$ cat src/hdl/psbc_pkg.sv
// shared constants, codes and control types of the swing-up and balance controller
package psbc_pkg;

  localparam longint COUNTS_PER_REV = 4096;
  localparam longint TICK_NS = 2000000;
  localparam longint CENTER_OFFSET = 6145;
  localparam int REV_BITS = $clog2(COUNTS_PER_REV);
  localparam longint HALF_REV = COUNTS_PER_REV / 2;

  localparam longint CART_NM_PER_REV = 149964849;
  localparam longint TWO_PI_E6 = 6283185;
  localparam longint GAIN_SCALE = 4194304;
  localparam longint VEL_CLAMP = 1048576;
  localparam longint RT = COUNTS_PER_REV * TICK_NS;

  // gains, drive lsb per count (8 fraction bits), rounded half away from zero
  localparam longint D_CART = 64'sd1000000000000 * COUNTS_PER_REV;
  localparam longint KP_SWING =
    -((3800 * CART_NM_PER_REV * GAIN_SCALE + D_CART / 2) / D_CART);
  localparam longint KP_BAL = (3800 * CART_NM_PER_REV * GAIN_SCALE + D_CART / 2) / D_CART;
  localparam longint KD_BAL =
    (2400 * CART_NM_PER_REV * GAIN_SCALE + 500 * RT) / (1000 * RT);
  localparam longint D_PEND = 1000000000 * COUNTS_PER_REV;
  localparam longint KPP_BAL = (5700 * TWO_PI_E6 * GAIN_SCALE + D_PEND / 2) / D_PEND;
  localparam longint KDP_BAL = (800 * TWO_PI_E6 * GAIN_SCALE + RT / 2) / RT;
  localparam longint KP_CENTER =
    -((2000 * CART_NM_PER_REV * GAIN_SCALE + D_CART / 2) / D_CART);

  localparam longint SWING_TARGET =
    (100000000 * COUNTS_PER_REV + CART_NM_PER_REV / 2) / CART_NM_PER_REV;

  // thresholds turned into integer count limits
  localparam longint X_STOP_MAX = (30000000 * COUNTS_PER_REV - 1) / CART_NM_PER_REV;
  localparam longint ETH_STOP_MIN = (3041593 * COUNTS_PER_REV) / TWO_PI_E6 + 1;
  localparam longint DTH_STOP_MAX = (RT / 250 - 1) / (TWO_PI_E6 * 20);
  localparam longint ETH_BAL_MAX = (200000 * COUNTS_PER_REV - 1) / TWO_PI_E6;
  localparam longint DTH_BAL_MIN = (RT / 100) / (TWO_PI_E6 * 20) + 1;
  localparam longint DTH_BAL_MAX = (3 * RT / 50 - 1) / (TWO_PI_E6 * 20);
  localparam longint X_GUARD_MIN = (200000000 * COUNTS_PER_REV) / CART_NM_PER_REV + 1;
  localparam longint TIME_OK_TICKS = (500000000 + TICK_NS - 1) / TICK_NS;

  // floor(2^32 / 25) for the divide by 200
  localparam longint DIV_RECIP = (64'd1 << 32) / 25;

  localparam logic [2:0] M_LEFT = 3'd0;
  localparam logic [2:0] M_RIGHT = 3'd1;
  localparam logic [2:0] M_BAL = 3'd2;
  localparam logic [2:0] M_CENTER = 3'd3;
  localparam logic [2:0] M_STOP = 3'd4;

  localparam logic [2:0] ST_RUN = 3'd0;
  localparam logic [2:0] ST_GUARD = 3'd1;
  localparam logic [2:0] ST_CENTRED = 3'd2;
  localparam logic [2:0] ST_TRIG = 3'd3;
  localparam logic [2:0] ST_IDLE = 3'd4;

  localparam logic [0:0] REG_CART_END = 1'd0;
  localparam logic [0:0] REG_ANGLE_REF = 1'd1;

  localparam logic [2:0] SEL_CART_P = 3'd0;
  localparam logic [2:0] SEL_CART_D = 3'd1;
  localparam logic [2:0] SEL_PEND_P = 3'd2;
  localparam logic [2:0] SEL_PEND_D = 3'd3;
  localparam logic [2:0] SEL_DIV = 3'd4;

  typedef struct packed {
    logic       load;
    logic       prep;
    logic       mul_en;
    logic [2:0] mul_sel;
    logic       acc_clr;
    logic       acc_add;
    logic       rnd;
    logic       num;
    logic       qc;
    logic       fin;
  } cmd_t;

  typedef struct packed {
    logic early;
  } stat_t;

endpackage

$ cat src/hdl/psbc_if.sv
// item channels of the controller: tick in, result out
interface psbc_tick_if;
  logic               valid;
  logic               ready;
  logic signed [31:0] cart_count;
  logic signed [31:0] pendulum_count;
  logic               trigger_level;
  logic               start_run;

  modport source (output valid, cart_count, pendulum_count, trigger_level, start_run,
                  input ready);
  modport sink (input valid, cart_count, pendulum_count, trigger_level, start_run,
                output ready);
endinterface

interface psbc_result_if;
  logic               valid;
  logic               ready;
  logic signed [15:0] drive;
  logic [2:0]         run_status;
  logic [2:0]         mode;

  modport source (output valid, drive, run_status, mode, input ready);
  modport sink (input valid, drive, run_status, mode, output ready);
endinterface

$ cat src/hdl/psbc_dp.sv
// datapath: offsets, mode decisions, shared multiplier, filter and result register
module psbc_dp (
  input  logic               clk,
  input  logic               rst,
  input  logic               cfg_we,
  input  logic [0:0]         cfg_index,
  input  logic [31:0]        cfg_data,
  input  logic signed [31:0] cart_count,
  input  logic signed [31:0] pendulum_count,
  input  logic               trigger_level,
  input  logic               start_run,
  input  psbc_pkg::cmd_t     cmd,
  output psbc_pkg::stat_t    stat,
  output logic signed [15:0] drive,
  output logic [2:0]         run_status,
  output logic [2:0]         mode
);

  localparam int RB = psbc_pkg::REV_BITS;

  logic signed [31:0] cart_end, angle_ref;
  logic signed [31:0] cin, pin;
  logic               trig, start;

  logic [2:0]         mode_q;
  logic [8:0]         elapsed;
  logic signed [31:0] prev_x, prev_th;
  logic signed [23:0] prev_u, prev_f;

  logic signed [31:0] x_r, th_r;
  logic signed [33:0] ex_r;
  logic signed [21:0] cdx_r, cdth_r;
  logic signed [RB:0] eth_r;
  logic signed [23:0] kpc_r, kdc_r, kpp_r, kdp_r;
  logic [2:0]         status_r;

  logic signed [62:0] prod;
  logic signed [47:0] acc;
  logic signed [23:0] u_r, f_r;
  logic [27:0]        div_a;
  logic               nneg;

  // tick evaluation
  logic [2:0]         mode_eff, mode_new, status_c;
  logic [8:0]         el_eff, el_new;
  logic signed [31:0] px, pth, x, th;
  logic signed [32:0] xe, ax, dx, dth;
  logic signed [33:0] ndx, ndth, adth, ex;
  logic signed [21:0] cdx, cdth;
  logic [RB-1:0]      e_lo;
  logic signed [RB:0] eth, aeth;
  logic signed [23:0] kpc, kdc, kpp, kdp;
  logic signed [15:0] target;
  logic               idle, timeok;

  always_comb begin
    mode_eff = start ? psbc_pkg::M_LEFT : mode_q;
    el_eff = start ? 9'd0 : elapsed;
    px = start ? 32'sd0 : prev_x;
    pth = start ? 32'(psbc_pkg::HALF_REV) : prev_th;
    idle = (mode_eff == psbc_pkg::M_STOP);
    x = cin - cart_end - 32'(psbc_pkg::CENTER_OFFSET);
    th = pin - angle_ref + 32'(psbc_pkg::HALF_REV);
    xe = 33'(x);
    ax = xe[32] ? -xe : xe;
    dx = 33'(x) - 33'(px);
    dth = 33'(th) - 33'(pth);
    ndx = -34'(dx);
    ndth = -34'(dth);
    adth = dth[32] ? ndth : 34'(dth);
    if (ndx > 34'(psbc_pkg::VEL_CLAMP)) cdx = 22'(psbc_pkg::VEL_CLAMP);
    else if (ndx < -34'(psbc_pkg::VEL_CLAMP)) cdx = -22'(psbc_pkg::VEL_CLAMP);
    else cdx = 22'(ndx);
    if (ndth > 34'(psbc_pkg::VEL_CLAMP)) cdth = 22'(psbc_pkg::VEL_CLAMP);
    else if (ndth < -34'(psbc_pkg::VEL_CLAMP)) cdth = -22'(psbc_pkg::VEL_CLAMP);
    else cdth = 22'(ndth);
    // error of the negated angle wrapped to half a revolution, +half kept for th >= 0
    e_lo = -th[RB-1:0];
    if (!th[31] && e_lo == {1'b1, {(RB-1){1'b0}}}) eth = (RB+1)'(psbc_pkg::HALF_REV);
    else eth = signed'({e_lo[RB-1], e_lo});
    aeth = eth[RB] ? -eth : eth;
    timeok = (10'(el_eff) >= 10'(psbc_pkg::TIME_OK_TICKS));
    el_new = (el_eff != 9'd511) ? el_eff + 9'd1 : el_eff;

    kpc = 24'sd0;
    kdc = 24'sd0;
    kpp = 24'sd0;
    kdp = 24'sd0;
    target = 16'sd0;
    mode_new = mode_eff;
    unique case (mode_eff)
      psbc_pkg::M_LEFT: begin
        kpc = 24'(psbc_pkg::KP_SWING);
        target = -16'(psbc_pkg::SWING_TARGET);
        if (timeok && th < pth) mode_new = psbc_pkg::M_RIGHT;
      end
      psbc_pkg::M_RIGHT: begin
        kpc = 24'(psbc_pkg::KP_SWING);
        target = 16'(psbc_pkg::SWING_TARGET);
        if (timeok && th > pth) mode_new = psbc_pkg::M_LEFT;
      end
      psbc_pkg::M_BAL: begin
        kpc = 24'(psbc_pkg::KP_BAL);
        kdc = 24'(psbc_pkg::KD_BAL);
        kpp = 24'(psbc_pkg::KPP_BAL);
        kdp = 24'(psbc_pkg::KDP_BAL);
      end
      default: begin
        kpc = 24'(psbc_pkg::KP_CENTER);
      end
    endcase
    ex = 34'(target) - 34'(x);

    status_c = psbc_pkg::ST_RUN;
    priority if (idle) begin
      status_c = psbc_pkg::ST_IDLE;
    end else if (mode_eff == psbc_pkg::M_CENTER && ax <= 33'(psbc_pkg::X_STOP_MAX) &&
                 aeth >= (RB+1)'(psbc_pkg::ETH_STOP_MIN) &&
                 adth <= 34'(psbc_pkg::DTH_STOP_MAX)) begin
      mode_new = psbc_pkg::M_STOP;
      status_c = psbc_pkg::ST_CENTRED;
    end else begin
      if (mode_new != psbc_pkg::M_BAL && mode_new != psbc_pkg::M_CENTER &&
          aeth <= (RB+1)'(psbc_pkg::ETH_BAL_MAX) &&
          adth >= 34'(psbc_pkg::DTH_BAL_MIN) && adth <= 34'(psbc_pkg::DTH_BAL_MAX))
        mode_new = psbc_pkg::M_BAL;
      priority if (mode_new != psbc_pkg::M_CENTER && timeok &&
                   ax >= 33'(psbc_pkg::X_GUARD_MIN)) begin
        mode_new = psbc_pkg::M_CENTER;
        status_c = psbc_pkg::ST_GUARD;
      end else if (!trig) begin
        mode_new = psbc_pkg::M_STOP;
        status_c = psbc_pkg::ST_TRIG;
      end else begin
        status_c = psbc_pkg::ST_RUN;
      end
    end
    stat.early = (status_c != psbc_pkg::ST_RUN);
  end

  // multiplier operands
  logic signed [33:0] a_op;
  logic signed [28:0] b_op;

  always_comb begin
    unique case (cmd.mul_sel)
      psbc_pkg::SEL_CART_P: begin
        a_op = ex_r;
        b_op = 29'(kpc_r);
      end
      psbc_pkg::SEL_CART_D: begin
        a_op = 34'(cdx_r);
        b_op = 29'(kdc_r);
      end
      psbc_pkg::SEL_PEND_P: begin
        a_op = 34'(eth_r);
        b_op = 29'(kpp_r);
      end
      psbc_pkg::SEL_PEND_D: begin
        a_op = 34'(cdth_r);
        b_op = 29'(kdp_r);
      end
      default: begin
        a_op = signed'({6'd0, div_a});
        b_op = 29'(psbc_pkg::DIV_RECIP);
      end
    endcase
  end

  // raw drive: round acc / 256 half away from zero, saturate to 24 bits
  logic signed [47:0] aacc, r1, rv;
  logic signed [23:0] u_c;
  always_comb begin
    aacc = acc[47] ? -acc : acc;
    r1 = (aacc + 48'sd128) >>> 8;
    rv = acc[47] ? -r1 : r1;
    if (rv > 48'sd8388607) u_c = 24'sd8388607;
    else if (rv < -48'sd8388608) u_c = -24'sd8388608;
    else u_c = 24'(rv);
  end

  // filter numerator 190*prev_f + 5*(u + prev_u)
  logic signed [33:0] pf34, s34, n34, an34, m34;
  always_comb begin
    pf34 = 34'(prev_f);
    s34 = 34'(u_r) + 34'(prev_u);
    n34 = (pf34 <<< 7) + (pf34 <<< 6) - (pf34 <<< 1) + (s34 <<< 2) + s34;
    an34 = n34[33] ? -n34 : n34;
    m34 = an34 + 34'sd100;
  end

  // quotient correction for the divide by 200
  logic [23:0]        q0;
  logic [29:0]        rem;
  logic [24:0]        q;
  logic signed [25:0] fv;
  logic signed [23:0] f_c;
  always_comb begin
    q0 = prod[55:32];
    rem = 30'(div_a) - ((30'(q0) << 4) + (30'(q0) << 3) + 30'(q0));
    q = (rem >= 30'd25) ? 25'(q0) + 25'd1 : 25'(q0);
    fv = nneg ? -signed'(26'(q)) : signed'(26'(q));
    if (fv > 26'sd8388607) f_c = 24'sd8388607;
    else if (fv < -26'sd8388608) f_c = -24'sd8388608;
    else f_c = 24'(fv);
  end

  logic commit;
  assign commit = cmd.fin && (status_r == psbc_pkg::ST_RUN);

  always_ff @(posedge clk) begin
    if (rst) begin
      cart_end <= 32'sd0;
      angle_ref <= 32'sd0;
      mode_q <= psbc_pkg::M_STOP;
      elapsed <= 9'd0;
      prev_x <= 32'sd0;
      prev_th <= 32'(psbc_pkg::HALF_REV);
      prev_u <= 24'sd0;
      prev_f <= 24'sd0;
    end else begin
      if (cfg_we) begin
        unique case (cfg_index)
          psbc_pkg::REG_CART_END: cart_end <= signed'(cfg_data);
          default: angle_ref <= signed'(cfg_data);
        endcase
      end
      if (cmd.prep) begin
        if (start) begin
          prev_x <= 32'sd0;
          prev_th <= 32'(psbc_pkg::HALF_REV);
          prev_u <= 24'sd0;
          prev_f <= 24'sd0;
        end
        if (!idle) begin
          mode_q <= mode_new;
          elapsed <= el_new;
        end
      end
      if (commit) begin
        prev_x <= x_r;
        prev_th <= th_r;
        prev_u <= u_r;
        prev_f <= f_r;
      end
    end
  end

  always_ff @(posedge clk) begin
    if (cmd.load) begin
      cin <= cart_count;
      pin <= pendulum_count;
      trig <= trigger_level;
      start <= start_run;
    end
    if (cmd.prep) begin
      x_r <= x;
      th_r <= th;
      ex_r <= ex;
      cdx_r <= cdx;
      cdth_r <= cdth;
      eth_r <= eth;
      kpc_r <= kpc;
      kdc_r <= kdc;
      kpp_r <= kpp;
      kdp_r <= kdp;
      status_r <= status_c;
    end
    if (cmd.mul_en) prod <= a_op * b_op;
    if (cmd.acc_clr) acc <= 48'sd0;
    else if (cmd.acc_add) acc <= acc + prod[47:0];
    if (cmd.rnd) u_r <= u_c;
    if (cmd.num) begin
      div_a <= 28'(m34 >>> 3);
      nneg <= n34[33];
    end
    if (cmd.qc) f_r <= f_c;
    if (cmd.fin) begin
      if (status_r != psbc_pkg::ST_RUN) drive <= 16'sd0;
      else if (f_r > 24'sd32767) drive <= 16'sd32767;
      else if (f_r < -24'sd32768) drive <= -16'sd32768;
      else drive <= 16'(f_r);
      run_status <= status_r;
      mode <= mode_q;
    end
  end

endmodule

$ cat src/hdl/psbc_ctrl.sv
// sequencer: handshakes and step order of one tick through the datapath
module psbc_ctrl (
  input  logic            clk,
  input  logic            rst,
  input  logic            in_valid,
  output logic            in_ready,
  output logic            out_valid,
  input  logic            out_ready,
  input  psbc_pkg::stat_t stat,
  output psbc_pkg::cmd_t  cmd
);

  localparam logic [3:0] S_IDLE = 4'd0;
  localparam logic [3:0] S_PREP = 4'd1;
  localparam logic [3:0] S_MUL0 = 4'd2;
  localparam logic [3:0] S_MUL1 = 4'd3;
  localparam logic [3:0] S_MUL2 = 4'd4;
  localparam logic [3:0] S_MUL3 = 4'd5;
  localparam logic [3:0] S_ACC = 4'd6;
  localparam logic [3:0] S_RND = 4'd7;
  localparam logic [3:0] S_NUM = 4'd8;
  localparam logic [3:0] S_DIVM = 4'd9;
  localparam logic [3:0] S_QC = 4'd10;
  localparam logic [3:0] S_DONE = 4'd11;

  logic [3:0] state, state_next;
  logic       slot_free;

  assign in_ready = (state == S_IDLE);
  assign slot_free = !out_valid || out_ready;

  always_comb begin
    cmd = '0;
    cmd.mul_sel = psbc_pkg::SEL_CART_P;
    state_next = state;
    unique case (state)
      S_IDLE: begin
        cmd.load = in_valid;
        if (in_valid) state_next = S_PREP;
      end
      S_PREP: begin
        cmd.prep = 1'b1;
        state_next = stat.early ? S_DONE : S_MUL0;
      end
      S_MUL0: begin
        cmd.mul_en = 1'b1;
        cmd.acc_clr = 1'b1;
        state_next = S_MUL1;
      end
      S_MUL1: begin
        cmd.mul_en = 1'b1;
        cmd.mul_sel = psbc_pkg::SEL_CART_D;
        cmd.acc_add = 1'b1;
        state_next = S_MUL2;
      end
      S_MUL2: begin
        cmd.mul_en = 1'b1;
        cmd.mul_sel = psbc_pkg::SEL_PEND_P;
        cmd.acc_add = 1'b1;
        state_next = S_MUL3;
      end
      S_MUL3: begin
        cmd.mul_en = 1'b1;
        cmd.mul_sel = psbc_pkg::SEL_PEND_D;
        cmd.acc_add = 1'b1;
        state_next = S_ACC;
      end
      S_ACC: begin
        cmd.acc_add = 1'b1;
        state_next = S_RND;
      end
      S_RND: begin
        cmd.rnd = 1'b1;
        state_next = S_NUM;
      end
      S_NUM: begin
        cmd.num = 1'b1;
        state_next = S_DIVM;
      end
      S_DIVM: begin
        cmd.mul_en = 1'b1;
        cmd.mul_sel = psbc_pkg::SEL_DIV;
        state_next = S_QC;
      end
      S_QC: begin
        cmd.qc = 1'b1;
        state_next = S_DONE;
      end
      S_DONE: begin
        // hold until the result register is free
        cmd.fin = slot_free;
        if (slot_free) state_next = S_IDLE;
      end
      default: state_next = S_IDLE;
    endcase
  end

  always_ff @(posedge clk) begin
    if (rst) begin
      state <= S_IDLE;
      out_valid <= 1'b0;
    end else begin
      state <= state_next;
      if (cmd.fin) out_valid <= 1'b1;
      else if (out_ready) out_valid <= 1'b0;
    end
  end

endmodule

$ cat src/hdl/pendulum_swingup_balance_controller.sv
// top level of the cart-pendulum swing-up and balance controller
//
// tick channel: one item per control tick with both encoder counts, the
// trigger level and start_run. result channel: one item per tick with the
// Q2.14 drive, run status and the mode after the tick. both channels move
// an item when valid and ready are high at a rising clock edge.
// cfg_we/cfg_index/cfg_data write the cart end count (index 0) and the
// pendulum rest count (index 1); write them only while no tick is in work.
// after acceptance a tick is prepared; then the four gain products and the
// divide-by-200 reciprocal go one after another through a single registered
// multiplier on the way to the result register. idle, stopping and guard
// ticks skip the multiplier and go from the prep step to the finish. a new
// tick is taken once the previous one has reached the result register;
// only a tick's own finish waits for the result register to free. a
// stalled receiver holds the result stable.
// synchronous reset clears both registers, stops the run (mode stopped)
// and empties the result register.
module pendulum_swingup_balance_controller (
  input  logic                 clk,
  input  logic                 rst,
  psbc_tick_if.sink            tick,
  psbc_result_if.source        result,
  input  logic                 cfg_we,
  input  logic [0:0]           cfg_index,
  input  logic [31:0]          cfg_data
);

  psbc_pkg::cmd_t  cmd;
  psbc_pkg::stat_t stat;
  logic            in_ready, out_valid;

  psbc_ctrl u_ctrl (
    .clk       (clk),
    .rst       (rst),
    .in_valid  (tick.valid),
    .in_ready  (in_ready),
    .out_valid (out_valid),
    .out_ready (result.ready),
    .stat      (stat),
    .cmd       (cmd)
  );

  psbc_dp u_dp (
    .clk            (clk),
    .rst            (rst),
    .cfg_we         (cfg_we),
    .cfg_index      (cfg_index),
    .cfg_data       (cfg_data),
    .cart_count     (tick.cart_count),
    .pendulum_count (tick.pendulum_count),
    .trigger_level  (tick.trigger_level),
    .start_run      (tick.start_run),
    .cmd            (cmd),
    .stat           (stat),
    .drive          (result.drive),
    .run_status     (result.run_status),
    .mode           (result.mode)
  );

  assign tick.ready = in_ready;
  assign result.valid = out_valid;

  // only a running tick may drive the motor
  a_drive_zero: assert property (@(posedge clk) disable iff (rst)
    (result.valid && result.run_status != psbc_pkg::ST_RUN) |-> result.drive == 16'sd0)
    else $error("nonzero drive on a non-running result");

  // a stopped mode comes only with a stop or idle status
  a_stop_status: assert property (@(posedge clk) disable iff (rst)
    (result.valid && result.mode == psbc_pkg::M_STOP) |->
      (result.run_status == psbc_pkg::ST_CENTRED || result.run_status == psbc_pkg::ST_TRIG ||
       result.run_status == psbc_pkg::ST_IDLE))
    else $error("stopped mode with running status");

  // the edge guard always leaves the run centering
  a_guard_mode: assert property (@(posedge clk) disable iff (rst)
    (result.valid && result.run_status == psbc_pkg::ST_GUARD) |->
      result.mode == psbc_pkg::M_CENTER)
    else $error("edge guard without centering mode");

endmodule

$ cat src/flat_wrapper.sv
// flat-port wrapper written by rule: the top's interface ports become plain ports
module pendulum_swingup_balance_controller_flat 
  (clk, rst, cfg_we, cfg_index, cfg_data, tick_valid, tick_cart_count, tick_pendulum_count, tick_trigger_level, tick_start_run, tick_ready, result_valid, result_drive, result_run_status, result_mode, result_ready);
  psbc_tick_if tick_i ();
  psbc_result_if result_i ();
  input  logic clk;
  input  logic rst;
  input  logic cfg_we;
  input  logic [0:0] cfg_index;
  input  logic [31:0] cfg_data;
  input wire logic [$bits(tick_i.valid)-1:0] tick_valid;
  input wire logic [$bits(tick_i.cart_count)-1:0] tick_cart_count;
  input wire logic [$bits(tick_i.pendulum_count)-1:0] tick_pendulum_count;
  input wire logic [$bits(tick_i.trigger_level)-1:0] tick_trigger_level;
  input wire logic [$bits(tick_i.start_run)-1:0] tick_start_run;
  output wire logic [$bits(tick_i.ready)-1:0] tick_ready;
  output wire logic [$bits(result_i.valid)-1:0] result_valid;
  output wire logic [$bits(result_i.drive)-1:0] result_drive;
  output wire logic [$bits(result_i.run_status)-1:0] result_run_status;
  output wire logic [$bits(result_i.mode)-1:0] result_mode;
  input wire logic [$bits(result_i.ready)-1:0] result_ready;
  assign tick_i.valid = tick_valid;
  assign tick_i.cart_count = tick_cart_count;
  assign tick_i.pendulum_count = tick_pendulum_count;
  assign tick_i.trigger_level = tick_trigger_level;
  assign tick_i.start_run = tick_start_run;
  assign tick_ready = tick_i.ready;
  assign result_valid = result_i.valid;
  assign result_drive = result_i.drive;
  assign result_run_status = result_i.run_status;
  assign result_mode = result_i.mode;
  assign result_i.ready = result_ready;
  pendulum_swingup_balance_controller u_core (.clk(clk), .rst(rst), .tick(tick_i), .result(result_i), .cfg_we(cfg_we), .cfg_index(cfg_index), .cfg_data(cfg_data));
endmodule
$ cat config.mk
export PLATFORM = sky130hd
export DESIGN_NAME = pendulum_swingup_balance_controller_flat
export DESIGN_NICKNAME = d
export VERILOG_FILES = /design/src/hdl/psbc_pkg.sv /design/src/hdl/psbc_if.sv /design/src/hdl/psbc_dp.sv /design/src/hdl/psbc_ctrl.sv /design/src/hdl/pendulum_swingup_balance_controller.sv /design/src/flat_wrapper.sv
export SDC_FILE = /design/constraint.sdc
export NUM_CORES = 2
export LEC_CHECK = 0
export ABC_AREA = 1
export BUFFER_PORTS_ARGS = -buffer_cell sky130_fd_sc_hd__buf_2
export CORE_ASPECT_RATIO = 0.7
export CORE_MARGIN = 1.5
export CORE_UTILIZATION = 55
export CTS_CLUSTER_SIZE = 14
export DETAILED_ROUTE_END_ITERATION = 16
export HOLD_SLACK_MARGIN = 0.1
export PLACE_DENSITY = 0.74
export SLEW_MARGIN = 40
export SYNTH_ARGS = -nofsm -noshare
export SYNTH_HDL_FRONTEND = slang
export SYNTH_SLANG_ARGS = --single-unit
$ cat constraint.sdc
create_clock -name clk -period 10.5 [get_ports clk]
set_input_delay 2.1 -clock clk [delete_from_list [all_inputs] [get_ports clk]]
set_output_delay 2.1 -clock clk [all_outputs]
set_load 0.01 [all_outputs]
==> results.txt <==
----------------------------------------------------
[STA]
  Number of setup violations in the final report ... 0
  Sum Neg Setup Slack ... 0 ns
  Tightest Pin Transition ... roughly 1 ns
  Unrepaired setup endpoints after global routing ... false
  Final min period ... between 10 and 15 ns
  Number of hold violations in the final report ... 0
  Portion of the clock cycle consumed by the worst path in the final layout ... 0.970
  Number of pins with negative max-slew slack in the final report ... 0
  Maximum operating frequency ... 98.2 MHz
  Slew margin rel. ... 0.316
  Worst Skew ... between 0.06 and 0.07 ns

[Cells and area]
  Number of fill cells ... 13.2k
  FF/Latch Area ... 16300 um^2
  Share of post-route cells with drive strength above 1 ... 0.0577
  Number of flip-flops in the largest register ... 56
  Biggest regs ... u_core.u_dp.prod: 56 flops, u_core.u_dp.acc: 48 flops, u_core.u_dp.ex_r: 33 flops
  Area added between synthesis and finish ... 7.17%
  Final Util ... 0.595
  Multi-input gate area in the final layout ... ~56000 um^2
  Top reg by flops ... u_core.u_dp.prod
  Final-stage net count ... 12.0k

[Worst setup path]
  CP max FO ... 23
  Type of element launching the critical path ... flop
  Class of the most critical setup path ... reg -> reg
  Cell with the largest stage delay on the worst path ... fa_1
  Arrival time reported for the critical path endpoint ... 10.57 ns
  Max stage delay on crit path ... 0.71 ns
  CP endpoint kind ... flop
  Critical path data required time ... ~11 ns
  Most Frequent Cell on Critical Path ... inv_1

[Run]
  Total of max-cap violations ... 0

[Placed design]
  Final GP Congestion ... 1.12
  Final HPWL DP ... 226 mm
  Buffers on Ports ... 127

[Clock network]
  Clock tree from TritonCTS ... built
  CTS root buffer ... clkbuf_16
  Clock slew at reported path FFs ... 0.06 ns
  Max Root-Sink Buffers ... 3
  Total CTS buffers ... 70
  # clock sinks ... 624
  Clock latency of the later-clocked register in the worst-skew pair ... between 0.7 and 0.8 ns
  Htree depth ... 3

[Floorplanning]
  Initial standard-cell utilization of the core ... 0.555
  Die Footprint ... 149000 um^2
  Site Rows ... 117
  Core area ... approximately 150000 um^2
  Chip width ... ~460 um
  I/O pin cnt ... 128
  Die Ht ... 324 um

[Synthesis]
  Adder-cell area share of the yosys netlist ... 0.349
  Average footprint of a synthesized cell ... 7.97 um^2
  Share of the synthesized area in compound gates (AO/OA/AOI/OAI) ... 0.0801
  Synth Area in XOR/XNOR ... 0.0557
  Net count after synthesis ... 11.9k
  Commonest register cell after synthesis ... edfxtp_1
  Number of synthesized flops with an enable pin ... between 300 and 400
  Synth Cell Area ... ~81000 um^2
  Sequential area share after synthesis ... 0.202
  Simple logic cell fraction of the synthesized area ... 0.202
  Asr flop ratio synth ... 0
  Number of library cell types mapped by synthesis ... 79
  Warning count from the yosys run ... 0
  Cell taking the most area after synthesis ... fa_1
  Yosys reg bits ... 624
  Yosys top cell area share ... 0.262
  Main combinational cell family by area after synthesis ... adder cells
  Leading cell types by total area after synthesis ... fa_1 26%, edfxtp_1 14%, nand2_1 10%, inv_1 9.8%, ha_1 8.7%
  Synthesized instance count ... 10.1k
  Mux cell area share after synthesis ... 0.000124

[Drt]
  DRC Markers ... 0
  Ratio of routed vias to standard cells ... approximately 5.6
  Via Count ... 68.9k
  Post-route ant nets ... 0
  First DRT Iteration DRCs ... 7793
  Detail-routed net length per standard cell ... 21.7 um
  Total length of routed wires ... 267 mm
  Number of search-and-repair iterations in the first detailed-routing pass ... 7

[Hold path]
  Min-Delay Path Class ... reg -> reg

[Global route]
  Aggregate global-route resource usage ... 0.363
  Pin count of the biggest net entering global routing ... 87
  Vias in the first global route ... 66.9k
  Initial antenna violation count ... 5
  First-pass GRT wire length ... 407 mm
  Total congestion overflow after global routing ... 0

[Outcome]
  Result of the run ... finished clean

----------------------------------------------------
## cell type report
cell class | count | area share
multi-input cells | 7162 | 0.643
flip-flops and latches | 624 | 0.189
inverters | 2135 | 0.0927
well taps | 1963 | 0.0284
clock buffers | 92 | 0.0217
repair buffers | 275 | 0.0214
clock inverters | 38 | 0.00437
diodes | 2 | 0.0000578
## worst max-delay path: cells and delay by family, from the launching register on
family	cells	cell delay, ns
buffers and inverters	11	1.56
adders and majority gates	9	4.53
AOI/OAI and AO/OA	8	1.59
DFF	1	0.35
xor gates and xnor gates	1	0.15
and+or+nand+nor	10	1.67
## Yosys cell counts, drive strengths merged, types with 3 or more instances
| master | instances |
|---|---|
| nand3b | 20 |
| fa | 1058 |
| nor4b | 3 |
| nor4 | 36 |
| ha | 563 |
| nor3 | 116 |
| inv | 2125 |
| a22oi | 10 |
| o21a | 13 |
| nand4 | 160 |
| xor2 | 342 |
| a21o | 20 |
| or2 | 28 |
| clkinv | 10 |
| clkbuf | 164 |
| nor3b | 5 |
| o211ai | 52 |
| nand2 | 2280 |
| o221ai | 7 |
| nand3 | 362 |
| a31oi | 31 |
| o22ai | 6 |
| buf | 47 |
| dfxtp | 241 |
| o41ai | 4 |
| o31ai | 7 |
| xnor2 | 162 |
| a21oi | 581 |
| o21ai | 321 |
| and2 | 6 |
| edfxtp | 383 |
| a221oi | 10 |
| a211oi | 15 |
| o21bai | 30 |
| nor2 | 874 |
| a21boi | 16 |
| a22o | 6 |
## final timing paths
check,cells past startpoint,to,start,slack (ns)
setup / recovery,39,u_core.u_dp.prod[55],u_core.u_ctrl.state[2],0.32
hold / removal,2,u_core.u_dp.prev_x[0],u_core.u_dp.prev_x[0],0.46
setup reg to reg,39,u_core.u_dp.prod[55],u_core.u_ctrl.state[2],0.32
hold reg to reg,2,u_core.u_dp.prev_x[0],u_core.u_dp.prev_x[0],0.46
## stage by stage
step	setup WS (ns)	area, um^2	instances	hold slack (ns)
2_1_floorplan	0.649	80800	10100	0.435
3_3_place_gp	0.547	84200	12200	0.447
3_5_place_dp	0.391	84200	12200	0.455
4_1_cts	0.311	86500	12300	0.463
5_1_grt	0.0123	86500	12300	0.477
6_report	0.319	86600	12300	0.461
## kinds of logic after synthesis
logic type | count (synthesis)
AOI/OAI and AO/OA | 1143
xor gates and xnor gates | 504
adders and majority gates | 1621
buffers and inverters | 2346
DFF | 624
muxes | 1
and+or+nand+nor | 3893
## cell usage in the layout (no fill, tap or decap), types with 25 or more instances in the layout
master	n
a21oi_1	573
a31oi_1	31
buf_2	126
buf_4	136
clkbuf_16	70
dfxtp_1	240
edfxtp_1	383
fa_1	1057
ha_1	562
inv_1	2109
nand2_1	2252
nand2_2	27
nand3_1	353
nand4_1	158
nor2_1	802
nor2_2	60
nor3_1	105
nor4_1	34
o211ai_1	52
o21ai_0	272
o21ai_1	31
o21bai_1	30
or2_2	25
xnor2_1	161
xor2_1	334
## routing by layer
metal  global-route usage  routed length [um]  up-vias
met5              0.00545                 133        -
met1                0.559              124000    33300
met3                0.152               38800      316
li1                     -                   -    31800
met4               0.0773                6180        4
met2                0.465               97700     3421
## what timing repair did
action / 4_1_cts / 5_1_grt
buffers inserted: 0 / 2
hold buffers: 0 / 0
resized for setup: 0 / 15
setup endpoints to repair: 0 / 10
Power is left out: the tool's default activity adds up to more than one toggle a clock period on the data nets, which glitch-free logic cannot reach.
